--- src/rtl/brim_pkg.sv ---
// Package for the bip-buffer index manager: widths, codes, shared structs.
`default_nettype none
package brim_pkg;

    localparam int unsigned IDX_W   = 16;
    localparam int unsigned SIZE_W  = 17;
    localparam int unsigned CALC_W  = 18;

    localparam logic [32:0] MAX_SIZE     = 33'd65536;
    localparam logic [32:0] INDEX_SPAN   = 33'd65536;
    localparam logic [SIZE_W-1:0] SIZE_CAP = (MAX_SIZE > INDEX_SPAN)
                                             ? INDEX_SPAN[SIZE_W-1:0]
                                             : MAX_SIZE[SIZE_W-1:0];
    localparam logic [SIZE_W-1:0] SIZE_MIN   = 17'd2;
    localparam logic [SIZE_W-1:0] SIZE_RESET = 17'd65536;

    typedef enum logic [1:0] {
        MODE_WR_ACQ = 2'd0,
        MODE_WR_REL = 2'd1,
        MODE_RD_ACQ = 2'd2,
        MODE_RD_REL = 2'd3
    } t_mode;

    typedef enum logic [1:0] {
        STAT_OK      = 2'd0,
        STAT_NOSPACE = 2'd1,
        STAT_TOOBIG  = 2'd2
    } t_status;

    localparam logic [2:0] REG_BUFFER_SIZE = 3'd0;

    typedef struct packed {
        logic              clear;
        logic [SIZE_W-1:0] size;
    } t_cfg;

    typedef struct packed {
        t_status           status;
        logic [IDX_W-1:0]  offset;
        logic [SIZE_W-1:0] avail;
    } t_result;

endpackage
`default_nettype wire

--- src/rtl/brim_cfg.sv ---
// APB register block holding buffer_size and its clamped effective value.
`default_nettype none
module brim_cfg (
    input  wire logic                         i_clk,
    input  wire logic                         i_rst_n,
    input  wire logic                         psel,
    input  wire logic                         penable,
    input  wire logic                         pwrite,
    input  wire logic [2:0]                   paddr,
    input  wire logic [31:0]                  pwdata,
    output logic      [31:0]                  prdata,
    output logic                              pready,
    output brim_pkg::t_cfg                    o_cfg
);

    logic [brim_pkg::SIZE_W-1:0] r_buffer_size;
    logic [brim_pkg::SIZE_W-1:0] r_eff_size;
    logic [brim_pkg::SIZE_W-1:0] n_buffer_size;
    logic [brim_pkg::SIZE_W-1:0] n_eff_size;
    logic                        r_clear;
    logic                        wr_hit;

    assign pready = 1'b1;
    assign wr_hit = psel && penable && pwrite && (paddr == brim_pkg::REG_BUFFER_SIZE);
    assign n_buffer_size = pwdata[brim_pkg::SIZE_W-1:0];

    always_comb begin
        if (n_buffer_size > brim_pkg::SIZE_CAP) begin
            n_eff_size = brim_pkg::SIZE_CAP;
        end else if (n_buffer_size < brim_pkg::SIZE_MIN) begin
            n_eff_size = brim_pkg::SIZE_MIN;
        end else begin
            n_eff_size = n_buffer_size;
        end
    end

    always_ff @(posedge i_clk) begin
        if (!i_rst_n) begin
            r_buffer_size <= brim_pkg::SIZE_RESET;
            r_eff_size    <= brim_pkg::SIZE_CAP;
            r_clear       <= 1'b0;
        end else begin
            r_clear <= 1'b0;
            if (wr_hit) begin
                r_buffer_size <= n_buffer_size;
                r_eff_size    <= n_eff_size;
                r_clear       <= 1'b1;
            end
        end
    end

    always_comb begin
        prdata = 32'd0;
        if (paddr == brim_pkg::REG_BUFFER_SIZE) begin
            prdata = {{(32-brim_pkg::SIZE_W){1'b0}}, r_buffer_size};
        end
    end

    assign o_cfg.clear = r_clear;
    assign o_cfg.size  = r_eff_size;

endmodule
`default_nettype wire

--- src/rtl/brim_core.sv ---
// Index state and the single-pass logic for one request.
`default_nettype none
module brim_core (
    input  wire logic                          i_clk,
    input  wire logic                          i_rst_n,
    input  brim_pkg::t_cfg                     i_cfg,
    input  wire logic                          i_fire,
    input  brim_pkg::t_mode                    i_mode,
    input  wire logic [brim_pkg::SIZE_W-1:0]   i_amount,
    output brim_pkg::t_result                  o_result
);

    localparam int unsigned CW = brim_pkg::CALC_W;

    logic [brim_pkg::IDX_W-1:0]  r_write_index, n_write_index;
    logic [brim_pkg::IDX_W-1:0]  r_read_index, n_read_index;
    logic [brim_pkg::SIZE_W-1:0] r_inv_index, n_inv_index;
    logic                        r_wr_wrap, n_wr_wrap;
    logic                        r_rd_wrap, n_rd_wrap;

    logic [CW-1:0] w, r, inv, sz, amt;
    logic [CW-1:0] freeb, linear, lin_free, base, nxt, ni;

    assign w   = {2'b0, r_write_index};
    assign r   = {2'b0, r_read_index};
    assign inv = {1'b0, r_inv_index};
    assign sz  = {1'b0, i_cfg.size};
    assign amt = {1'b0, i_amount};

    always_comb begin
        n_write_index   = r_write_index;
        n_read_index    = r_read_index;
        n_inv_index     = r_inv_index;
        n_wr_wrap       = r_wr_wrap;
        n_rd_wrap       = r_rd_wrap;
        o_result.status = brim_pkg::STAT_OK;
        o_result.offset = '0;
        o_result.avail  = '0;
        freeb    = (r > w) ? (r - w - 18'd1) : (sz - (w - r) - 18'd1);
        linear   = sz - w;
        lin_free = (freeb < linear) ? freeb : linear;
        base     = '0;
        nxt      = '0;
        ni       = inv;
        case (i_mode)
            brim_pkg::MODE_WR_ACQ: begin
                if (amt <= lin_free) begin
                    o_result.offset = r_write_index;
                end else if (amt <= freeb - lin_free) begin
                    n_wr_wrap = 1'b1;
                end else begin
                    o_result.status = brim_pkg::STAT_NOSPACE;
                end
            end
            brim_pkg::MODE_WR_REL: begin
                base = r_wr_wrap ? '0 : w;
                ni   = r_wr_wrap ? w : inv;
                nxt  = base + amt;
                if (nxt > sz) begin
                    o_result.status = brim_pkg::STAT_TOOBIG;
                end else begin
                    if (nxt > ni) begin
                        ni = nxt;
                    end
                    n_wr_wrap     = 1'b0;
                    n_write_index = (nxt == sz) ? '0 : nxt[brim_pkg::IDX_W-1:0];
                    n_inv_index   = ni[brim_pkg::SIZE_W-1:0];
                end
            end
            brim_pkg::MODE_RD_ACQ: begin
                if (r == w) begin
                    o_result.status = brim_pkg::STAT_NOSPACE;
                end else if (r < w) begin
                    o_result.offset = r_read_index;
                    o_result.avail  = 17'(w - r);
                end else if (inv <= r) begin
                    n_rd_wrap      = 1'b1;
                    o_result.avail = {1'b0, r_write_index};
                end else begin
                    o_result.offset = r_read_index;
                    o_result.avail  = 17'(inv - r);
                end
            end
            brim_pkg::MODE_RD_REL: begin
                base = r_rd_wrap ? '0 : r;
                nxt  = base + amt;
                if (nxt > sz) begin
                    o_result.status = brim_pkg::STAT_TOOBIG;
                end else begin
                    n_rd_wrap    = 1'b0;
                    n_read_index = (nxt == sz) ? '0 : nxt[brim_pkg::IDX_W-1:0];
                end
            end
            default: begin
                o_result.status = brim_pkg::STAT_OK;
            end
        endcase
    end

    always_ff @(posedge i_clk) begin
        if (!i_rst_n || i_cfg.clear) begin
            r_write_index <= '0;
            r_read_index  <= '0;
            r_inv_index   <= '0;
            r_wr_wrap     <= 1'b0;
            r_rd_wrap     <= 1'b0;
        end else if (i_fire) begin
            r_write_index <= n_write_index;
            r_read_index  <= n_read_index;
            r_inv_index   <= n_inv_index;
            r_wr_wrap     <= n_wr_wrap;
            r_rd_wrap     <= n_rd_wrap;
        end
    end

endmodule
`default_nettype wire

--- src/rtl/bipartite_ring_index_manager.sv ---
// Top level: request register, index logic, result register and APB port.
// A request waits in the request register; its result is registered when it fires.
// One request per cycle when not stalled; index registers update once per request.
// A stalled result register holds the request register, which then stalls input.
// Reset (synchronous, active low) clears all indices and sets buffer_size to 65536;
// a buffer_size write also clears the indices.
`default_nettype none
module bipartite_ring_index_manager (
    input  wire logic                          i_clk,
    input  wire logic                          i_rst_n,
    input  wire logic                          i_in_valid,
    output logic                               o_in_stall,
    input  wire logic [1:0]                    i_mode,
    input  wire logic [brim_pkg::SIZE_W-1:0]   i_amount,
    output logic                               o_out_valid,
    input  wire logic                          i_out_stall,
    output logic [1:0]                         o_status,
    output logic [brim_pkg::IDX_W-1:0]         o_region_offset,
    output logic [brim_pkg::SIZE_W-1:0]        o_available_count,
    input  wire logic                          psel,
    input  wire logic                          penable,
    input  wire logic                          pwrite,
    input  wire logic [2:0]                    paddr,
    input  wire logic [31:0]                   pwdata,
    output logic      [31:0]                   prdata,
    output logic                               pready
);

    logic                        r_in_valid;
    brim_pkg::t_mode             r_in_mode;
    logic [brim_pkg::SIZE_W-1:0] r_in_amount;
    logic                        r_out_valid;
    brim_pkg::t_result           r_out;
    brim_pkg::t_result           core_res;
    brim_pkg::t_cfg              cfg;
    logic                        advance;
    logic                        fire;

    assign advance    = !r_out_valid || !i_out_stall;
    assign fire       = r_in_valid && advance;
    assign o_in_stall = r_in_valid && !advance;

    brim_cfg u_cfg (
        .i_clk   (i_clk),
        .i_rst_n (i_rst_n),
        .psel    (psel),
        .penable (penable),
        .pwrite  (pwrite),
        .paddr   (paddr),
        .pwdata  (pwdata),
        .prdata  (prdata),
        .pready  (pready),
        .o_cfg   (cfg)
    );

    brim_core u_core (
        .i_clk    (i_clk),
        .i_rst_n  (i_rst_n),
        .i_cfg    (cfg),
        .i_fire   (fire),
        .i_mode   (r_in_mode),
        .i_amount (r_in_amount),
        .o_result (core_res)
    );

    always_ff @(posedge i_clk) begin
        if (!i_rst_n) begin
            r_in_valid <= 1'b0;
        end else if (!o_in_stall) begin
            r_in_valid <= i_in_valid;
        end
    end

    always_ff @(posedge i_clk) begin
        if (!o_in_stall && i_in_valid) begin
            r_in_mode   <= brim_pkg::t_mode'(i_mode);
            r_in_amount <= i_amount;
        end
    end

    always_ff @(posedge i_clk) begin
        if (!i_rst_n) begin
            r_out_valid <= 1'b0;
        end else if (advance) begin
            r_out_valid <= r_in_valid;
        end
    end

    always_ff @(posedge i_clk) begin
        if (fire) begin
            r_out <= core_res;
        end
    end

    assign o_out_valid       = r_out_valid;
    assign o_status          = r_out.status;
    assign o_region_offset   = r_out.offset;
    assign o_available_count = r_out.avail;

endmodule
`default_nettype wire

--- config.mk ---
export PLATFORM = sky130hd
export DESIGN_NAME = bipartite_ring_index_manager
export DESIGN_NICKNAME = d
export VERILOG_FILES = /design/src/rtl/brim_pkg.sv /design/src/rtl/brim_cfg.sv /design/src/rtl/brim_core.sv /design/src/rtl/bipartite_ring_index_manager.sv
export SDC_FILE = /design/constraint.sdc
export NUM_CORES = 1
export LEC_CHECK = 0
export ABC_AREA = 0
export BUFFER_PORTS_ARGS = -buffer_cell sky130_fd_sc_hd__buf_4
export CAP_MARGIN = 0
export CORE_ASPECT_RATIO = 0.7
export CORE_MARGIN = 1
export CORE_UTILIZATION = 35
export CTS_CLUSTER_DIAMETER = 150
export CTS_CLUSTER_SIZE = 20
export DETAILED_ROUTE_END_ITERATION = 12
export GPL_TIMING_DRIVEN = 0
export SLEW_MARGIN = 5
export SYNTH_ARGS = -nofsm -noshare
export SYNTH_HDL_FRONTEND = slang
export SYNTH_SLANG_ARGS = --single-unit
--- constraint.sdc ---
create_clock -name i_clk -period 11.73 [get_ports i_clk]
set_clock_uncertainty 0.1 [all_clocks]
set_input_delay 1.173 -clock i_clk [delete_from_list [all_inputs] [get_ports i_clk]]
set_output_delay 1.173 -clock i_clk [all_outputs]
set_load 0.1 [all_outputs]
==> impl_metrics.csv, run 1 <==
group,metric,value,unit
outcome,run_status,"complete, no violations",
detailed_routing,detail_route.first_pass.iterations,5,
logic_synthesis,synth_top_cell_by_area,"ha_1",
logic_synthesis,cells_after_synthesis,1955,
cts,cell_chosen_for_the_clock_root,"clkbuf_16",
placement,detailedPlacementHpwl,50240,µm
logic_synthesis,synthXorXnorAreaFrac,0.07124,
cts,worstSkewPairLatency,0.46,ns
logic_synthesis,synthTopCellsByArea,"ha_1 (17%), dfxtp_1 (11%), edfxtp_1 (10%), a21oi_1 (5.3%), xnor2_1 (4.5%)",
critical_path,crit_required,11.88,ns
timing,period_minus_slack,11.32,ns
global_routing,grt_overflow,0,
timing,achievable-frequency,88.33,MHz
final_layout,fillCellCount,4488,
logic_synthesis,yosys-mux-area-fraction,0.02548,
critical_path,worst_path_largest_cell_delay,0.41,ns
cts,clk_pin_slew_worst_paths,0.06,ns
global_routing,grt_use_met1,0.4016,
critical_path,worstSetupStartpointType,"flip-flop",
global_routing,antenna_found_initial,0,
floorplanning,floorplan.initialDensity,0.3588,
worst_hold_path,class_of_the_worst_hold_path,"reg -> reg",
cts,htree_num_levels,4,
logic_synthesis,number_of_enable_flip_flop_cells_after_synthesis,54,
timing,rsz0062_at_grt,"no",
floorplanning,die_width,256.4,µm
floorplanning,core_ar,0.04420,mm²
critical_path,slowest_stage,"maj3_1",
timing,hold-worst-slack,0.3633,ns
logic_synthesis,yosys.cell_types.count,97,
critical_path,ff2ff_setup_slack,0.41,ns
detailed_routing,final_ant_viol_nets,0,
global_routing,grt_start_max_net_pins,28,
timing,maxSlewHeadroom,0.1656,
timing,worst-slew-pin-transition,1.236,ns
cts,cts-buffers-inserted,17,
logic_synthesis,compound_cell_area_share_of_the_yosys_netlist,0.2520,
global_routing,globalRouteMet3Util,0.05809,
logic_synthesis,synthFlopType,"dfxtp_1",
critical_path,path_max_fanout,10,
critical_path,r2r-end,"o_status[0]",
critical_path,crit_path_end_kind,"flip-flop",
timing,timing.final.hold_violations,0,
critical_path,r2r.worst_path.cells,48,
final_layout,areaGrowthSynthToFinish,15.45,%
final_layout,area.sequential,0.003386,mm²
global_routing,grt_first_pass_wirelength,90310,µm
detailed_routing,number_of_design_rule_violations_left_by_the_first_detailed_router_iteration,1509,
logic_synthesis,adder_cell_share_of_the_synthesized_area,0.1864,
critical_path,timing.rr.start,"u_core.r_write_index[0]",
floorplanning,std_cell_rows,64,
worst_hold_path,hold-path-cell-count,2,
final_layout,layout.nets,2382,
job,max_cap_viol_count,0,
detailed_routing,route.detailed.vias_per_inst,5.818,
detailed_routing,wl_per_cell,22.42,µm
power_and_ir_drop,total_power,3.832,mW
floorplanning,die_area,0.04618,mm²
final_layout,final_layout_size_suffix_gt1_frac,0.1199,
timing,final.period_utilization,0.9652,
detailed_routing,routed_wirelength,60610,µm
floorplanning,die_h,180.1,µm
critical_path,timing_worst_setup_path_type,"reg -> reg",
global_routing,number_of_global_route_vias_before_repair,14428,
power_and_ir_drop,powerDensity,209.3,mW/mm²
logic_synthesis,post_synth_and_or_nand_nor_area_fraction,0.1937,
power_and_ir_drop,power.static_leakage,7.591,nW
timing,report.final.slew_viol_count,0,
logic_synthesis,synth_top_family_by_area,"compound AO/OA/AOI/OAI gates",
logic_synthesis,yosys_register_bits,142,
placement,place_congestion,0.9554,
global_routing,grt_busiest_layer,"met1",
detailed_routing,detail_route.drc_violations,0,
detailed_routing,via_count,15731,
global_routing,globalRouteMet2Util,0.3462,
logic_synthesis,synth_top_area_share,0.1712,
logic_synthesis,synthArstFlopShare,0,
floorplanning,num_io_pins,131,
final_layout,footprint_of_the_multi_input_gates,0.01180,mm²
placement,port-buffer-count,99,
global_routing,track_usage,0.2573,
timing,setup_violations,0,
logic_synthesis,synth_seq_area_share,0.2133,
logic_synthesis,yosys_warnings,0,
critical_path,startpoint,"u_core.r_write_index[0]",
critical_path,critPathArrivalTime,11.47,ns
final_layout,n_antenna_cell,0,
logic_synthesis,syn-mean-instance-area,8.112,µm²
power_and_ir_drop,vdd_drop_max,0.2042,mV
cts,cts.sink_count,142,
logic_synthesis,synth.cell_area,0.01586,mm²
critical_path,cp-endpoint,"o_status[0]",
cts,cts_tree,"yes",
cts,cts_max_path_buffers,2,
cts,hold_buffers,0,
==> per-layer routing <==
metal | share of wire | wire length [µm] | vias to the layer above
li1 | - | - | 7423
met1 | 0.50 | 30240 | 7536
met2 | 0.38 | 23100 | 725
met3 | 0.10 | 6190 | 47
met4 | 0.018 | 1085 | 0
met5 | 0 | 0 | -
==> layout by cell type (no fill, tap or decap), drive strengths merged, types with 18 or more instances in the layout <==
master  synthesis  final
and2           37     37
nand2b         18     18
nand2         153    153
a21oi         170    170
a21boi         23     23
nor2          155    155
nand3          60     60
o21ai          89     89
a21o           81     81
dfxtp          88     88
o211ai         18     18
nor2b          35     35
nor4           18     18
xnor2          82     82
nor3           26     26
ha            217    217
o21bai         18     18
edfxtp         54     54
xor2           47     47
inv           121    125
nand4          35     35
clkbuf         56     75
mux2i          37     37
a211oi         31     31
buf            36    145
or2            18     18
==> Yosys cell counts, types with 9 or more instances <==
cell / number
ha_1: 217
a21oi_1: 168
nor2_1: 154
nand2_1: 153
inv_1: 121
dfxtp_1: 88
o21ai_0: 85
xnor2_1: 82
a21o_1: 81
nand3_1: 59
clkbuf_1: 56
edfxtp_1: 54
xor2_1: 47
and2_1: 37
mux2i_1: 37
nand4_1: 35
nor2b_1: 35
a211oi_1: 30
nor3_1: 25
a21boi_0: 22
buf_4: 19
nand2b_1: 18
o21bai_1: 18
or2_2: 18
a22o_1: 17
a22oi_1: 17
a32o_1: 16
nor4_1: 16
o211ai_1: 16
o21a_1: 12
a31oi_1: 11
or3_1: 11
and3_1: 9
and4_1: 9
maj3_1: 9
==> through the flow <==
stage | std cells | setup TNS (ns) | worst slack (ns) | area (µm²) | util
after global placement | 2662 | -3.330 | -1.695 | 17400 | 0.3936
after global routing | 2704 | 0 | 0.01352 | 18310 | 0.4142
after floorplan | 1969 | 0 | 1.345 | 15910 | -
final | 2704 | 0 | 0.4085 | 18310 | 0.4142
after detailed placement | 2664 | -3.619 | -1.829 | 17450 | 0.3948
after CTS | 2697 | 0 | 0.01200 | 18180 | 0.4114
==> flip-flops by register name, indices dropped and copies added (netlist names), 2 cells and up <==
signal	count
u_core.r_inv_index	17
r_in_mode	2
o_status	2
r_in_amount	17
o_available_count	17
o_region_offset	16
u_cfg.r_eff_size	17
u_core.r_write_index	16
u_core.r_read_index	16
u_cfg.r_buffer_size	17
==> logic make-up (layout without fill, tap and decap cells) <==
kind of cell / Yosys count / after routing
AND/OR/NAND/NOR: 608 / 608
AO/OA/AOI/OAI: 587 / 587
adder cells (fa/ha/maj): 234 / 234
buffers and inverters: 213 / 354
flip-flops: 142 / 142
XOR/XNOR: 129 / 129
multiplexers: 40 / 40
other: 2 / 16
==> worst max-delay path: cells and delay by family, from the launching register on <==
family          cells  cell delay [ns]
xor+xnor            2             0.38
mux                 1             0.26
buf+inv             8             1.21
simple gates       10             2.01
compound gates     17             3.64
flops               1             0.38
fa+ha+maj          10             3.11
==> worst min-delay path by stage <==
| stage | start | end | slack (ns) |
|---|---|---|---|
| 2_1_floorplan | u_core.r_inv_index[0] | u_core.r_inv_index[0] | 0.33 |
| 3_3_place_gp | u_core.r_inv_index[0] | u_core.r_inv_index[0] | 0.34 |
| 3_5_place_dp | u_core.r_inv_index[0] | u_core.r_inv_index[0] | 0.36 |
| 4_1_cts | u_core.r_inv_index[0] | u_core.r_inv_index[0] | 0.36 |
| 5_1_grt | u_core.r_inv_index[0] | u_core.r_inv_index[0] | 0.38 |
| 6_report | u_core.r_inv_index[0] | u_core.r_inv_index[0] | 0.36 |
==> final cells by class <==
cell class              count  area share
well taps                 594     0.04059
flip-flops and latches    142      0.1849
inverters                 121     0.02481
plain buffers              92     0.02617
clock buffers              19     0.02474
repair buffers            109     0.04606
multi-input cells        1614      0.6443
clock inverters            13    0.008406
==> power breakdown <==
group | total [mW] | internal [mW] | leakage, nW | switching (mW)
Combinational | 2.70 | 1.02 | 6.06 | 1.68
Sequential | 0.547 | 0.527 | 1.24 | 0.0193
Clock | 0.584 | 0.329 | 0.296 | 0.255
Total | 3.83 | 1.88 | 7.59 | 1.95
==> what timing repair did <==
| action | CTS | global route |
|---|---|---|
| pin swaps | 3 | 10 |
| endpoints found under the setup margin | 4 | 2 |
| gates resized for setup | 28 | 18 |
| buffers inserted | 1 | 7 |
| hold endpoints to repair | 0 | 0 |
(Power assumes the default switching activity.)
==> inputs of run 2 (changes only) <==
Clock period 11.73 ns to 9.8 ns, I/O delays scaled along.
==> impl_metrics.csv, run 2 (synthesis results as in run 1) <==
group,metric,value,unit
outcome,run_status,"finished, violations left",
outcome,failed_checks,"negative setup slack",
final_layout,utilization,0.4367,
timing,period_minus_slack,10.15,ns
detailed_routing,detail_route.first_pass.iterations,6,
cts,cts_max_path_buffers,2,
critical_path,worst_path_largest_cell_delay,0.60,ns
final_layout,instances_no_fill,2771,
timing,achievable-frequency,98.52,MHz
critical_path,ff2ff_setup_slack,-0.35,ns
final_layout,final_layout_size_suffix_gt1_frac,0.1797,
power_and_ir_drop,clkPwrFrac,0.139,
timing,report.final.slew_viol_count,0,
cts,cell_chosen_for_the_clock_root,"clkbuf_16",
global_routing,grt_overflow,0,
floorplanning,die_area,0.04618,mm²
cts,cts-buffers-inserted,17,
cts,htree_num_levels,4,
detailed_routing,detail_route.drc_violations,0,
final_layout,footprint_of_the_multi_input_gates,0.01220,mm²
job,max_cap_viol_count,0,
cts,cts_tree,"yes",
critical_path,timing_worst_setup_path_type,"reg -> reg",
power_and_ir_drop,vdd_drop_max,0.2242,mV
critical_path,critPathArrivalTime,10.41,ns
final_layout,final_common_cell,"ha_1",
critical_path,timing.rr.start,"u_core.r_read_index[8]",
placement,detailedPlacementHpwl,50770,µm
global_routing,track_usage,0.2660,
detailed_routing,routed_wirelength,62920,µm
power_and_ir_drop,sw_frac_of_total,0.5005,
placement,dp_slack,-2.665,ns
floorplanning,die_h,180.1,µm
floorplanning,die_width,256.4,µm
worst_hold_path,class_of_the_worst_hold_path,"reg -> reg",
critical_path,timing.critical_path.max_delay_family,"compound AO/OA/AOI/OAI gates",
critical_path,path_max_fanout,10,
worst_hold_path,min_from,"u_core.r_inv_index[0]",
critical_path,crit_required,10.06,ns
timing,rsz0062_at_grt,"yes",
critical_path,worstSetupStartpointType,"flip-flop",
placement,placed_cells_incl_taps,2664,
global_routing,number_of_global_route_vias_before_repair,14970,
worst_hold_path,hold-path-cell-count,2,
critical_path,startpoint,"u_core.r_read_index[8]",
timing,final.period_utilization,1.036,
detailed_routing,via_count,16141,
placement,total_placed_instance_area,0.01749,mm²
detailed_routing,route.detailed.vias_per_inst,5.825,
global_routing,antenna_found_initial,0,
critical_path,crit_path_end_kind,"flip-flop",
timing,setup_violations,2,
global_routing,grt_start_max_net_pins,37,
floorplanning,floorplan.initialDensity,0.3588,
global_routing,grt_first_pass_wirelength,92670,µm
critical_path,r2r.worst_path.cells,45,
floorplanning,num_io_pins,131,
detailed_routing,final_ant_viol_nets,0,
timing,timing.final.hold_violations,0,
final_layout,layout.nets,2449,
critical_path,slowest_stage,"or4_4",
placement,port-buffer-count,99,
final_layout,most-common-layout-cells,"ha_1 (206), buf_4 (193), nor2_1 (154), a21oi_1 (154), nand2_1 (148)",
power_and_ir_drop,total_switching_power,2.527,mW
detailed_routing,wl_per_cell,22.71,µm
timing,worst-slew-pin-transition,1.416,ns
timing,fin_tns_setup,-0.6705,ns
final_layout,areaGrowthSynthToFinish,21.72,%
final_layout,area.sequential,0.003408,mm²
critical_path,critical_path_buf_inv_count,8,
cts,hold_buffers,0,
power_and_ir_drop,pwr-share-seq,0.129,
power_and_ir_drop,total_power,5.049,mW
timing,hold-worst-slack,0.3578,ns
critical_path,r2r-end,"u_core.r_wr_wrap",
final_layout,fillCellCount,4370,
floorplanning,std_cell_rows,64,
critical_path,critical_path.most_common_cell,"ha_1",
cts,worstSkewPairLatency,0.47,ns
detailed_routing,number_of_design_rule_violations_left_by_the_first_detailed_router_iteration,1606,
power_and_ir_drop,power.static_leakage,8.085,nW
cts,clk_pin_slew_worst_paths,0.07,ns
cts,cts.sink_count,142,
timing,maxSlewHeadroom,0.04414,
final_layout,finalInstanceArea,0.01930,mm²
placement,place_congestion,0.9698,
floorplanning,core_ar,0.04420,mm²
power_and_ir_drop,internal_power,2.522,mW
power_and_ir_drop,powerDensity,261.5,mW/mm²
power_and_ir_drop,pwr-share-comb,0.732,
worst_hold_path,min_delay_worst_endpoint,"u_core.r_inv_index[0]",
timing,setup_ws,-0.3502,ns
==> run 2: cell count changes in the layout (fill, tap and decap cells not counted), sizes merged <==
cell / change
buf: +67
bufinv: -1
clkbuf: +3
clkinv: -2
clkinvlp: -1
diode: +1
==> run 2: worst min-delay path, stage by stage, from the launching register on <==
cell and delay [ns]:
dfxtp_1 0.30, nand2_1 0.05, a21oi_1 0.05
==> run 2: metal layers <==
metal | track usage | vias up | share of wire
met5 | 0 | - | 0
met3 | 0.05977 | 72 | 0.099
met4 | 0.07333 | 0 | 0.022
li1 | - | 7588 | -
met1 | 0.4103 | 7713 | 0.49
met2 | 0.3601 | 768 | 0.39
==> run 2: worst max path at each step <==
stage                             to  slack [ns]  cells after the start
CTS                 u_core.r_wr_wrap       -0.47                     50
finish              u_core.r_wr_wrap       -0.35                     45
detailed placement       o_status[0]       -2.66                     49
floorplan           u_core.r_wr_wrap       0.004                     50
global route        u_core.r_wr_wrap       -0.69                     46
global placement         o_status[0]       -2.60                     49
==> run 2: timing repair <==
action / CTS / global route
resized for setup: 83 / 69
endpoints found under the setup margin: 18 / 18
pin swaps: 44 / 51
cloned: 0 / 0
buffers inserted: 47 / 31
==> run 2: cell type report <==
cell class	instances	share of cell area
antenna	1	0.0001296
buffer	89	0.02612
clock buffer	22	0.02703
clock inverter	9	0.004861
inverter	121	0.02379
multi-input combinational	1614	0.6319
sequential	142	0.1766
tap	594	0.03850
timing repair buffer	179	0.07110
==> run 2: power groups by stage <==
stage	Combinational (mW)	Sequential [mW]	Clock, mW
6_report	3.69	0.653	0.702
2_1_floorplan	2.17	0.703	0
3_3_place_gp	2.99	0.667	0
3_5_place_dp	3.05	0.667	0
4_1_cts	3.38	0.653	0.711
5_1_grt	3.95	0.654	0.729
